<file path="src/hw/rtl/owbm_pkg.sv">
// types, constants and the crc helper for the 1-wire bus master
// no dependencies
package owbm_pkg;

    localparam int TICK_CNT_W_DEF = 10;
    localparam int BITS_PER_BYTE  = 8;
    localparam int BIT_IDX_W      = $clog2(BITS_PER_BYTE);
    localparam int CFG_IDX_W      = 3;
    localparam int CFG_DATA_W     = 10;
    localparam int IN_TDATA_W     = 16;
    localparam int IN_TUSER_W     = 2;
    localparam int OUT_TDATA_W    = 24;

    localparam logic [7:0] CRC_POLY_REFL = 8'h8C;

    typedef enum logic [3:0] {
        PH_IDLE      = 4'd0,
        PH_RST_LOW   = 4'd1,
        PH_RST_WAIT  = 4'd2,
        PH_RST_RECOV = 4'd3,
        PH_WR_SLOT   = 4'd4,
        PH_RD_SLOT   = 4'd5,
        PH_GAP       = 4'd6
    } t_phase;

    typedef enum logic [1:0] {
        ACT_TICK  = 2'd0,
        ACT_RESET = 2'd1,
        ACT_WRITE = 2'd2,
        ACT_READ  = 2'd3
    } t_action;

    localparam logic [CFG_IDX_W-1:0] REG_RESET_LOW     = 3'd0;
    localparam logic [CFG_IDX_W-1:0] REG_PRESENCE_WAIT = 3'd1;
    localparam logic [CFG_IDX_W-1:0] REG_RESET_RECOV   = 3'd2;
    localparam logic [CFG_IDX_W-1:0] REG_WRITE_ONE_LOW = 3'd3;
    localparam logic [CFG_IDX_W-1:0] REG_SLOT          = 3'd4;
    localparam logic [CFG_IDX_W-1:0] REG_READ_LOW      = 3'd5;
    localparam logic [CFG_IDX_W-1:0] REG_READ_SAMPLE   = 3'd6;
    localparam logic [CFG_IDX_W-1:0] REG_BIT_GAP       = 3'd7;

    typedef struct packed {
        logic [9:0] reset_low;
        logic [9:0] presence_wait;
        logic [9:0] reset_recov;
        logic [5:0] write_one_low;
        logic [7:0] slot;
        logic [5:0] read_low;
        logic [5:0] read_sample;
        logic [5:0] bit_gap;
    } t_cfg;

    localparam t_cfg CFG_RESET = '{
        reset_low:     10'd500,
        presence_wait: 10'd100,
        reset_recov:   10'd200,
        write_one_low: 6'd5,
        slot:          8'd60,
        read_low:      6'd2,
        read_sample:   6'd12,
        bit_gap:       6'd2
    };

    typedef struct packed {
        logic       drive_low;
        logic       busy_res;
        logic       done_res;
        logic       no_device;
        logic [7:0] rx_byte;
        logic [7:0] crc_value;
        logic       rejected;
    } t_result;

    // reflected dallas crc-8, one byte
    function automatic logic [7:0] crc8_byte(input logic [7:0] crc, input logic [7:0] data);
        logic [7:0] c;
        logic       mix;
        c = crc;
        for (int i = 0; i < 8; i++) begin
            mix = c[0] ^ data[i];
            c   = {1'b0, c[7:1]};
            if (mix) begin
                c = c ^ CRC_POLY_REFL;
            end
        end
        return c;
    endfunction

endpackage

</file>
<file path="src/hw/rtl/owbm_cfg_regs.sv">
// configuration register file for the 1-wire bus master
// depends on owbm_pkg
module owbm_cfg_regs (
    input  logic                            i_clk,
    input  logic                            i_rst_n,
    input  logic                            i_cfg_we,
    input  logic [owbm_pkg::CFG_IDX_W-1:0]  i_cfg_idx,
    input  logic [owbm_pkg::CFG_DATA_W-1:0] i_cfg_data,
    output owbm_pkg::t_cfg                  o_cfg
);
    import owbm_pkg::*;

    t_cfg r_cfg;

    always_ff @(posedge i_clk) begin
        if (!i_rst_n) begin
            r_cfg <= CFG_RESET;
        end else if (i_cfg_we) begin
            unique case (i_cfg_idx)
                REG_RESET_LOW:     r_cfg.reset_low     <= i_cfg_data;
                REG_PRESENCE_WAIT: r_cfg.presence_wait <= i_cfg_data;
                REG_RESET_RECOV:   r_cfg.reset_recov   <= i_cfg_data;
                REG_WRITE_ONE_LOW: r_cfg.write_one_low <= i_cfg_data[5:0];
                REG_SLOT:          r_cfg.slot          <= i_cfg_data[7:0];
                REG_READ_LOW:      r_cfg.read_low      <= i_cfg_data[5:0];
                REG_READ_SAMPLE:   r_cfg.read_sample   <= i_cfg_data[5:0];
                REG_BIT_GAP:       r_cfg.bit_gap       <= i_cfg_data[5:0];
                default: ;
            endcase
        end
    end

    assign o_cfg = r_cfg;

endmodule

</file>
<file path="src/hw/rtl/owbm_engine.sv">
// bus sequencer: phase state, tick counter, bit shifter, crc; one beat per step
// depends on owbm_pkg
module owbm_engine #(
    parameter int TICK_COUNTER_WIDTH = owbm_pkg::TICK_CNT_W_DEF
) (
    input  logic                i_clk,
    input  logic                i_rst_n,
    input  logic                i_adv,
    input  owbm_pkg::t_action   i_action,
    input  logic [7:0]          i_tx_byte,
    input  logic                i_line_level,
    input  owbm_pkg::t_cfg      i_cfg,
    output owbm_pkg::t_result   o_res
);
    import owbm_pkg::*;

    localparam int W = TICK_COUNTER_WIDTH;
    localparam logic [W-1:0] CNT_MAX = '1;
    localparam logic [BIT_IDX_W-1:0] BIT_LAST = BIT_IDX_W'(BITS_PER_BYTE - 1);

    function automatic logic [W-1:0] clip_len(input logic [9:0] v);
        logic [16:0] wide;
        wide = 17'(v);
        if (v == 10'd0) begin
            return W'(1);
        end else if (wide > 17'(CNT_MAX)) begin
            return CNT_MAX;
        end else begin
            return W'(v);
        end
    endfunction

    t_phase               r_phase, n_phase;
    t_action              r_op, n_op;
    logic [W-1:0]         r_cnt, n_cnt;
    logic [BIT_IDX_W-1:0] r_bit, n_bit;
    logic [7:0]           r_shift, n_shift;
    logic [7:0]           r_rx, n_rx;
    logic [7:0]           r_crc, n_crc;
    logic                 r_absent, n_absent;

    logic [W-1:0] cnt_inc;
    logic [W-1:0] len_rst_low, len_pres, len_recov, len_slot, len_rd_low, len_gap;
    logic [W-1:0] len_rd_sum, len_rd_at;
    logic [6:0]   rd_sum;
    logic [7:0]   shift_upd;
    logic         done, rej, slot_end, step_bit, fin, drive;

    assign cnt_inc     = (r_cnt == CNT_MAX) ? r_cnt : r_cnt + W'(1);
    assign len_rst_low = clip_len(i_cfg.reset_low);
    assign len_pres    = clip_len(i_cfg.presence_wait);
    assign len_recov   = clip_len(i_cfg.reset_recov);
    assign len_slot    = clip_len(10'(i_cfg.slot));
    assign len_rd_low  = clip_len(10'(i_cfg.read_low));
    assign len_gap     = clip_len(10'(i_cfg.bit_gap));
    assign rd_sum      = 7'(i_cfg.read_low) + 7'(i_cfg.read_sample);
    assign len_rd_sum  = clip_len(10'(rd_sum));
    assign len_rd_at   = (len_rd_sum > len_slot) ? len_slot : len_rd_sum;
    assign shift_upd   = (r_phase == PH_RD_SLOT && cnt_inc == len_rd_at)
                         ? {i_line_level, r_shift[7:1]} : r_shift;

    always_comb begin
        n_phase  = r_phase;
        n_op     = r_op;
        n_cnt    = r_cnt;
        n_bit    = r_bit;
        n_shift  = r_shift;
        n_rx     = r_rx;
        n_crc    = r_crc;
        n_absent = r_absent;
        done     = 1'b0;
        rej      = 1'b0;
        slot_end = 1'b0;
        step_bit = 1'b0;
        fin      = 1'b0;
        if (i_adv) begin
            if (i_action != ACT_TICK) begin
                if (r_phase != PH_IDLE) begin
                    rej = 1'b1;
                end else begin
                    n_op  = i_action;
                    n_cnt = '0;
                    n_bit = '0;
                    unique case (i_action)
                        ACT_RESET: begin
                            n_crc   = '0;
                            n_phase = PH_RST_LOW;
                        end
                        ACT_WRITE: begin
                            n_shift = i_tx_byte;
                            n_phase = PH_WR_SLOT;
                        end
                        default: begin
                            n_shift = '0;
                            n_phase = PH_RD_SLOT;
                        end
                    endcase
                end
            end else if (r_phase != PH_IDLE) begin
                n_cnt = cnt_inc;
                unique case (r_phase)
                    PH_RST_LOW: begin
                        if (cnt_inc >= len_rst_low) begin
                            n_phase = PH_RST_WAIT;
                            n_cnt   = '0;
                        end
                    end
                    PH_RST_WAIT: begin
                        if (cnt_inc >= len_pres) begin
                            if (i_line_level) begin
                                n_absent = 1'b1;
                                fin      = 1'b1;
                            end else begin
                                n_absent = 1'b0;
                                if (i_cfg.reset_recov == 10'd0) begin
                                    fin = 1'b1;
                                end else begin
                                    n_phase = PH_RST_RECOV;
                                    n_cnt   = '0;
                                end
                            end
                        end
                    end
                    PH_RST_RECOV: begin
                        fin = (cnt_inc >= len_recov);
                    end
                    PH_WR_SLOT: begin
                        slot_end = (cnt_inc >= len_slot);
                    end
                    PH_RD_SLOT: begin
                        n_shift  = shift_upd;
                        slot_end = (cnt_inc >= len_slot);
                    end
                    PH_GAP: begin
                        step_bit = (cnt_inc >= len_gap);
                    end
                    default: begin
                        fin = 1'b1;
                    end
                endcase
                if (slot_end) begin
                    if (i_cfg.bit_gap == 6'd0) begin
                        step_bit = 1'b1;
                    end else begin
                        n_phase = PH_GAP;
                        n_cnt   = '0;
                    end
                end
                if (step_bit) begin
                    if (r_bit == BIT_LAST) begin
                        if (r_op == ACT_READ) begin
                            n_rx  = shift_upd;
                            n_crc = crc8_byte(r_crc, shift_upd);
                        end
                        fin = 1'b1;
                    end else begin
                        n_bit   = r_bit + BIT_IDX_W'(1);
                        n_cnt   = '0;
                        n_phase = (r_op == ACT_WRITE) ? PH_WR_SLOT : PH_RD_SLOT;
                    end
                end
                if (fin) begin
                    n_phase = PH_IDLE;
                    n_cnt   = '0;
                    done    = 1'b1;
                end
            end
        end
    end

    // line drive for the coming tick, from the updated state
    always_comb begin
        unique case (n_phase)
            PH_RST_LOW: drive = 1'b1;
            PH_WR_SLOT: drive = !n_shift[n_bit] || (n_cnt < W'(i_cfg.write_one_low));
            PH_RD_SLOT: drive = (n_cnt < len_rd_low);
            default:    drive = 1'b0;
        endcase
    end

    always_ff @(posedge i_clk) begin
        if (!i_rst_n) begin
            r_phase  <= PH_IDLE;
            r_op     <= ACT_TICK;
            r_cnt    <= '0;
            r_bit    <= '0;
            r_shift  <= '0;
            r_rx     <= '0;
            r_crc    <= '0;
            r_absent <= 1'b0;
        end else if (i_adv) begin
            r_phase  <= n_phase;
            r_op     <= n_op;
            r_cnt    <= n_cnt;
            r_bit    <= n_bit;
            r_shift  <= n_shift;
            r_rx     <= n_rx;
            r_crc    <= n_crc;
            r_absent <= n_absent;
        end
    end

    assign o_res.drive_low = drive;
    assign o_res.busy_res  = (n_phase != PH_IDLE);
    assign o_res.done_res  = done;
    assign o_res.no_device = n_absent;
    assign o_res.rx_byte   = n_rx;
    assign o_res.crc_value = n_crc;
    assign o_res.rejected  = rej;

endmodule

</file>
<file path="src/hw/rtl/one_wire_bus_master.sv">
// 1-wire bus master top: input beat register, sequencer step, result register
// an input beat passes the input register, then the result register; one beat per cycle
// sustained while m_axis_tready holds, with the single sequencer update between the two registers
// reset: synchronous active-low i_rst_n returns to idle, clears counters, crc and flags
// and restores default timing registers; depends on owbm_pkg, owbm_cfg_regs, owbm_engine
module one_wire_bus_master #(
    parameter int TICK_COUNTER_WIDTH = owbm_pkg::TICK_CNT_W_DEF
) (
    input  logic                             i_clk,
    input  logic                             i_rst_n,
    input  logic                             s_axis_tvalid,
    output logic                             s_axis_tready,
    // [7:0] tx_byte, [8] line_level, [15:9] zero
    input  logic [owbm_pkg::IN_TDATA_W-1:0]  s_axis_tdata,
    // [1:0] action
    input  logic [owbm_pkg::IN_TUSER_W-1:0]  s_axis_tuser,
    output logic                             m_axis_tvalid,
    input  logic                             m_axis_tready,
    // [0] drive_low, [1] busy_res, [2] done_res, [3] no_device,
    // [11:4] rx_byte, [19:12] crc_value, [20] rejected, [23:21] zero
    output logic [owbm_pkg::OUT_TDATA_W-1:0] m_axis_tdata,
    input  logic                             i_cfg_we,
    input  logic [owbm_pkg::CFG_IDX_W-1:0]   i_cfg_idx,
    input  logic [owbm_pkg::CFG_DATA_W-1:0]  i_cfg_data
);
    import owbm_pkg::*;

    t_cfg    cfg;
    t_result res;

    logic       r_in_valid;
    t_action    r_in_action;
    logic [7:0] r_in_tx;
    logic       r_in_level;
    logic       r_out_valid;
    t_result    r_out_res;
    logic       out_free, adv;

    assign out_free      = !r_out_valid || m_axis_tready;
    assign adv           = r_in_valid && out_free;
    assign s_axis_tready = !r_in_valid || adv;

    always_ff @(posedge i_clk) begin
        if (!i_rst_n) begin
            r_in_valid <= 1'b0;
        end else if (s_axis_tready) begin
            r_in_valid <= s_axis_tvalid;
        end
    end

    always_ff @(posedge i_clk) begin
        if (s_axis_tready && s_axis_tvalid) begin
            r_in_action <= t_action'(s_axis_tuser);
            r_in_tx     <= s_axis_tdata[7:0];
            r_in_level  <= s_axis_tdata[8];
        end
    end

    owbm_cfg_regs u_cfg (
        .i_clk      (i_clk),
        .i_rst_n    (i_rst_n),
        .i_cfg_we   (i_cfg_we),
        .i_cfg_idx  (i_cfg_idx),
        .i_cfg_data (i_cfg_data),
        .o_cfg      (cfg)
    );

    owbm_engine #(
        .TICK_COUNTER_WIDTH (TICK_COUNTER_WIDTH)
    ) u_engine (
        .i_clk        (i_clk),
        .i_rst_n      (i_rst_n),
        .i_adv        (adv),
        .i_action     (r_in_action),
        .i_tx_byte    (r_in_tx),
        .i_line_level (r_in_level),
        .i_cfg        (cfg),
        .o_res        (res)
    );

    always_ff @(posedge i_clk) begin
        if (!i_rst_n) begin
            r_out_valid <= 1'b0;
        end else if (out_free) begin
            r_out_valid <= adv;
        end
    end

    always_ff @(posedge i_clk) begin
        if (adv) begin
            r_out_res <= res;
        end
    end

    assign m_axis_tvalid = r_out_valid;
    assign m_axis_tdata  = {3'b000,
                            r_out_res.rejected,
                            r_out_res.crc_value,
                            r_out_res.rx_byte,
                            r_out_res.no_device,
                            r_out_res.done_res,
                            r_out_res.busy_res,
                            r_out_res.drive_low};

endmodule

</file>
<file path="config.mk">
export PLATFORM = sky130hd
export DESIGN_NAME = one_wire_bus_master
export DESIGN_NICKNAME = d
export VERILOG_FILES = /design/src/hw/rtl/owbm_pkg.sv /design/src/hw/rtl/owbm_cfg_regs.sv /design/src/hw/rtl/owbm_engine.sv /design/src/hw/rtl/one_wire_bus_master.sv
export SDC_FILE = /design/constraint.sdc
export NUM_CORES = 1
export LEC_CHECK = 0
export ABC_AREA = 1
export BUFFER_PORTS_ARGS = -buffer_cell sky130_fd_sc_hd__buf_4
export CAP_MARGIN = 20
export CORE_UTILIZATION = 45
export CTS_BUF_LIST = sky130_fd_sc_hd__clkbuf_8
export DETAILED_ROUTE_END_ITERATION = 12
export PLACE_DENSITY = 0.61
export SLEW_MARGIN = 20
export SYNTH_ARGS = -nofsm -noshare
export SYNTH_HDL_FRONTEND = slang
export SYNTH_HIERARCHICAL = 1
export SYNTH_SLANG_ARGS = --single-unit
</file>
<file path="constraint.sdc">
create_clock -name i_clk -period 7.5 [get_ports i_clk]
set_clock_uncertainty 0.05 [all_clocks]
set_input_delay 1.875 -clock i_clk [delete_from_list [all_inputs] [get_ports i_clk]]
set_output_delay 1.875 -clock i_clk [all_outputs]
set_load 0.02 [all_outputs]
</file>
After elaboration in Yosys (flattened, before gate mapping)
Index checks and enable logic that the tools add are counted.
{"block": "classes", "n_mux": 143, "eq_ne": 23, "n_reduce_logical": 32, "n_addsub": 3, "order_cmp": 9, "bitwise_logic": 17}
{"cell": "8-bit two-way mux", "n": 70}
{"cell": "10-bit two-way mux", "n": 17}
{"cell": "4-bit two-way mux", "n": 13}
{"cell": "10-bit greater-or-equal comparator", "n": 3}
{"cell": "10-bit zero test", "n": 3}
{"cell": "1-bit two-way mux", "n": 27}
{"cell": "2-bit NOT with 3-bit output", "n": 8}
{"cell": "4-bit by 3-bit equality test with 1-bit output (second input constant)", "n": 5}
{"cell": "10-bit by 6-bit < comparator with 1-bit output", "n": 2}
{"cell": "10-bit case mux with 2 select lines", "n": 1}
{"cell": "3-bit two-way mux", "n": 6}
{"cell": "8-bit case mux with 2 select lines", "n": 1}
{"cell": "2-bit AND reduction", "n": 8}
{"cell": "3-bit equality test (second input constant)", "n": 5}
{"cell": "6-bit zero test", "n": 2}
{"cell": "6-bit two-way mux", "n": 2}
{"cell": "10-bit by 1-bit adder with 10-bit output (second input constant)", "n": 1}
{"cell": "10-bit equality test", "n": 1}
{"cell": "10-bit equality test (second input constant)", "n": 1}
{"cell": "10-bit by 6-bit greater-or-equal comparator with 1-bit output", "n": 1}
{"cell": "10-bit by 8-bit greater-or-equal comparator with 1-bit output", "n": 1}
{"cell": "4-bit by 1-bit equality test with 1-bit output (second input constant)", "n": 2}
{"cell": "4-bit by 2-bit equality test with 1-bit output (second input constant)", "n": 2}
{"cell": "7-bit by 8-bit greater-than comparator with 1-bit output", "n": 1}
{"cell": "25 further kinds", "n": 44}
{"block": "word_totals", "wordCells": 255, "register_bits": 140, "inputBits": 36}

Depth between registers and ports, before layout
{"block": "depth", "word_depth": 71, "ltp_mapped": 42, "mapped_depth_nobuf": 40}

Modules after synthesis
The synthesis kept the hierarchy.
{"module": "owbm_engine", "cells_each": 998, "n_inst": 1, "seq_area_each_um2": 880.8, "area_per_inst_um2": 5886.9}
{"module": "owbm_cfg_regs", "cells_each": 340, "n_inst": 1, "seq_area_each_um2": 1241.2, "area_per_inst_um2": 2432.3}
{"module": "one_wire_bus_master", "cells_each": 49, "n_inst": 1, "seq_area_each_um2": 1001.0, "area_per_inst_um2": 1082.3}

Worst setup path before layout
OpenSTA, ideal clock, no wires.
{"block": "synth_path", "kind": "input to register", "startpoint": "input m_axis_tready", "endpoint": "register r_out_res, in the netlist m_axis_tdata[0] (data pin)", "slack_ps": 1879, "setup_time_ps": 125, "arrival_time_ps": 5446, "path_stages": 19, "t_required_ps": 7325, "n_path_buf": 1, "path_cell_list": "inv_1 -> a21oi_1 -> nand2_1 -> nor2_1 -> inv_1 -> nor2_1 -> nand2_1 -> nand2_1 -> ha_1 -> a21oi_1 -> o21bai_1 -> a21oi_1 -> nand3_1 -> nor3_1 -> nand2_1 -> nand2_1 -> nand2_1 -> nand2_1 -> buf_4"}
{"item": "from (decl)", "line_no": "one_wire_bus_master.sv:18", "source": "input logic m_axis_tready,"}
{"item": "1-bit logical OR *", "line_no": "one_wire_bus_master.sv:39", "source": "assign out_free = !r_out_valid || m_axis_tready;"}
{"item": "1-bit logical AND *", "line_no": "one_wire_bus_master.sv:40", "source": "assign adv = r_in_valid && out_free;"}
{"item": "net adv", "line_no": "one_wire_bus_master.sv:37", "source": "logic out_free, adv;"}
{"item": "10-bit two-way mux *", "line_no": "owbm_engine.sv:76", "source": "if (i_adv) begin"}
{"item": "net u_engine.n_cnt[3]", "line_no": "owbm_engine.sv:35", "source": "logic [W-1:0] r_cnt, n_cnt;"}
{"item": "10-bit by 6-bit < comparator with 1-bit output", "line_no": "owbm_engine.sv:175", "source": "PH_WR_SLOT: drive = !n_shift[n_bit] || (n_cnt < W'(i_cfg.write_one_low));"}
{"item": "1-bit logical OR", "line_no": "owbm_engine.sv:175"}
{"item": "1-bit case mux with 3 select lines *", "line_no": "owbm_engine.sv:173", "source": "unique case (n_phase)"}
{"item": "net u_engine.drive", "line_no": "owbm_engine.sv:47", "source": "logic done, rej, slot_end, step_bit, fin, drive;"}
{"item": "to (signal assigned)", "line_no": "one_wire_bus_master.sv:91", "source": "r_out_res <= res;"}
{"item": "to (decl)", "line_no": "one_wire_bus_master.sv:36", "source": "t_result r_out_res;"}
The timed path passes the listed nets; every way through them passes the cells marked *. The select of a mux whose other input is x is not followed.
A chain may end at the register's enable or synchronous reset.

==> out/summary.txt <==
outcome -> completed
DR WL/cell -> 14.82 um
Clk pin slew, worst setup/hold paths -> 0.08 ns
first drt pass iteration count -> 5
distinct cell type count after synthesis -> 53
Final Wtd Congestion -> 0.8503
YS warnings -> 6
Hold Vio Cnt, Final -> 0
die area -> 21470 um^2
Largest stage delay, worst path -> 0.41 ns
flop-to-flop setup slack -> 2.01 ns
Gate Count Post-Synth -> 1387
crit-path most repeated cell -> nand2_1
die width -> 146.5 um
placed standard-cell area -> 9956 um^2
H-tree depth -> 4
CORE AREA -> 20360 um^2
critical path type -> flip-flop to flip-flop
CTS tree -> done
number of port buffers -> 51
most area-hungry cell type in the Yosys netlist -> dfxtp_1
# clock sinks -> 140
vias in the first global route -> 8227
final instance area -> 10410 um^2
Hold Path Class -> flip-flop to flip-flop
Post-synth top flop -> dfxtp_1
Worst path slowest cell -> dfxtp_1
actual transition at the worst max-transition pin -> 0.7786 ns
Slew headroom -> 0.4809
DR iter-0 viols -> 652
Tot GR Track Use -> 0.2450
cts bufs inserted -> 17
# setup viols final -> 0
die height -> 146.5 um
peak supply drop -> 0.1217 mV
final setup TNS -> 0 ns
unrepaired setup endpoints after global routing -> no
Final period util -> 0.7321
fin nets -> 1535
Antenna diodes -> 0
critical path arrival -> 5.76 ns
Pins Over Slew Limit -> 0
first-pass GRT wire length -> 41570 um
DR vias/cell -> 5.221
Layout area overhead -> 10.71%
I/O pins -> 62
Mapped Area -> 9402 um^2
total gr overflow -> 0
top-area cell type share of the netlist area -> 0.2300
clock root cell -> clkbuf_8
PostCTS Resize Cnt -> 0
Post-synth EDFFs -> 32
layout cells sized above 1 -> 0.1065
crit end category -> flip-flop
Post-synth ARST share -> 0
Period minus WS final -> 5.491 ns
clk buf depth -> 2
antenna violations before repair -> 0
CTS Hold Bufs -> 0
Fmax -> 182.1 MHz
# Max-Cap Violations -> 0
total wire length -> 25300 um
CP max FO -> 13
Pwr Density -> 175.2 nW/um^2
post-DP HPWL -> 18980 um
Avg Cell Area, Syn -> 6.778 um^2
Std-Cell Rows -> 52
CP Data Required Time -> 7.77 ns
postcts setup bufs -> 0
Via Count -> 8913
remaining antenna violation count -> 0
Worst setup SP type -> flip-flop
ranking of synthesized cells by area -> dfxtp_1 23%, nand2_1 15%, edfxtp_1 10%
synthesis-stage register bit count -> 140
DRC violations left -> 0
register area share after synthesis -> 0.3322
Initial Utilization -> 0.4617
Worst-Skew Late Latency -> 0.46 ns
largest net degree at the start of global routing -> 70
Pleak -> 5.208 nW
synth_stat cells, types with 3 or more instances:
master and number:
clkbuf_1 15, nand2_1 378, inv_1 188, nand4_1 11, a21oi_1 62, o21a_1 5
nor2_2 9, nor4_1 7, nand3b_1 5, ha_1 74, dfxtp_1 108, a31oi_1 7
o211ai_1 4, nand2_2 17, inv_2 9, buf_1 8, buf_6 3, nor2_1 170
xor2_1 5, nor2_4 6, o21bai_1 4, a32oi_1 8, nand3_1 139, nand3_2 9
o21ai_0 42, nand2_4 5, buf_4 13, nor3_1 11, edfxtp_1 32
worst paths after layout:
check | startpoint | endpoint | cells after the start
min | u_cfg/o_cfg[4]$_SDFFE_PN0P_ | u_cfg/o_cfg[4]$_SDFFE_PN0P_ | 2
max | u_engine/r_cnt[1]$_SDFFE_PN0P_ | m_axis_tdata[0]$_DFFE_PP_ | 34
max reg2reg | u_engine/r_cnt[1]$_SDFFE_PN0P_ | m_axis_tdata[0]$_DFFE_PP_ | 34
min reg2reg | u_cfg/o_cfg[4]$_SDFFE_PN0P_ | u_cfg/o_cfg[4]$_SDFFE_PN0P_ | 2
critical path, delay by kind of cell, from the launching register on:
kind / cells / cell delay (ns)
xor+xnor: 1 / 0.17
simple gates: 22 / 2.62
fa+ha+maj: 3 / 0.79
buf+inv: 2 / 0.29
compound gates: 6 / 1.02
flops: 1 / 0.41
power breakdown:
part	switching (mW)	total, mW	internal (mW)	leakage [nW]
sequential	0.0197	0.820	0.800	1.19
clock	0.310	0.705	0.395	0.229
combinational	0.202	0.299	0.0967	3.79
registers in the layout, indices dropped and copies added (netlist names):
| register | cells |
|---|---|
| u_engine/r_cnt | 10 |
| u_engine/r_crc | 8 |
| m_axis_tdata | 21 |
| u_engine/r_shift | 8 |
| r_in_valid | 1 |
| r_in_tx | 8 |
| u_engine/r_absent | 1 |
| u_engine/r_op | 2 |
| r_in_action | 2 |
| m_axis_tvalid | 1 |
| u_engine/r_phase | 4 |
| u_engine/r_bit | 3 |
| r_in_level | 1 |
| u_cfg/o_cfg | 62 |
| u_engine/r_rx | 8 |
cells by family after synthesis:
group | count (synthesis) | synth area share
AOI/OAI and AO/OA | 151 | 0.09423
buffers and inverters | 238 | 0.1029
other | 1 | 0.0003989
xor gates and xnor gates | 9 | 0.009981
DFF | 140 | 0.3322
muxes | 1 | 0.001065
and+or+nand+nor | 772 | 0.3587
adders and majority gates | 75 | 0.1006
through the flow:
step	worst slack, ns	total power [mW]	hold WS [ns]	instances	util
after global placement	2.075	1.128	0.4062	1675	0.4889
final	2.009	1.824	0.4334	1707	0.5111
after floorplan	1.879	1.049	0.3789	1389	-
after global routing	1.396	1.915	0.4588	1707	0.5111
after CTS	1.977	1.838	0.4366	1707	0.5111
after detailed placement	2.023	1.133	0.4165	1675	0.4889
layer usage:
metal	vias up	GRT usage	part of all wire
li1	4543	-	-
met1	4081	0.3385	0.47
met2	253	0.3874	0.44
met3	36	0.03844	0.065
met4	0	0.08385	0.021
met5	-	0	0
placed cells by master (no fill, tap or decap), types with 8 or more instances in the layout:
| cell type | n |
|---|---|
| inv_2 | 9 |
| o21ai_0 | 42 |
| buf_4 | 56 |
| nand4_1 | 11 |
| edfxtp_1 | 32 |
| nand2_1 | 378 |
| nand2_2 | 17 |
| nand3_2 | 9 |
| nor3_1 | 11 |
| clkbuf_8 | 17 |
| dfxtp_1 | 108 |
| ha_1 | 74 |
| inv_1 | 189 |
| nand3_1 | 139 |
| nor2_2 | 9 |
| a32oi_1 | 8 |
| nor2_1 | 170 |
| a21oi_1 | 61 |
layout make-up:
class                      instances  area [um^2]
fill                            2115         9956
multi-input combinational       1011         5330
sequential                       140         3123
inverter                         198        744.5
timing repair buffer              56        420.4
tap                              270        337.8
clock buffer                      17        234.0
clock inverter                    15        219.0
(Power assumes the default switching activity.)
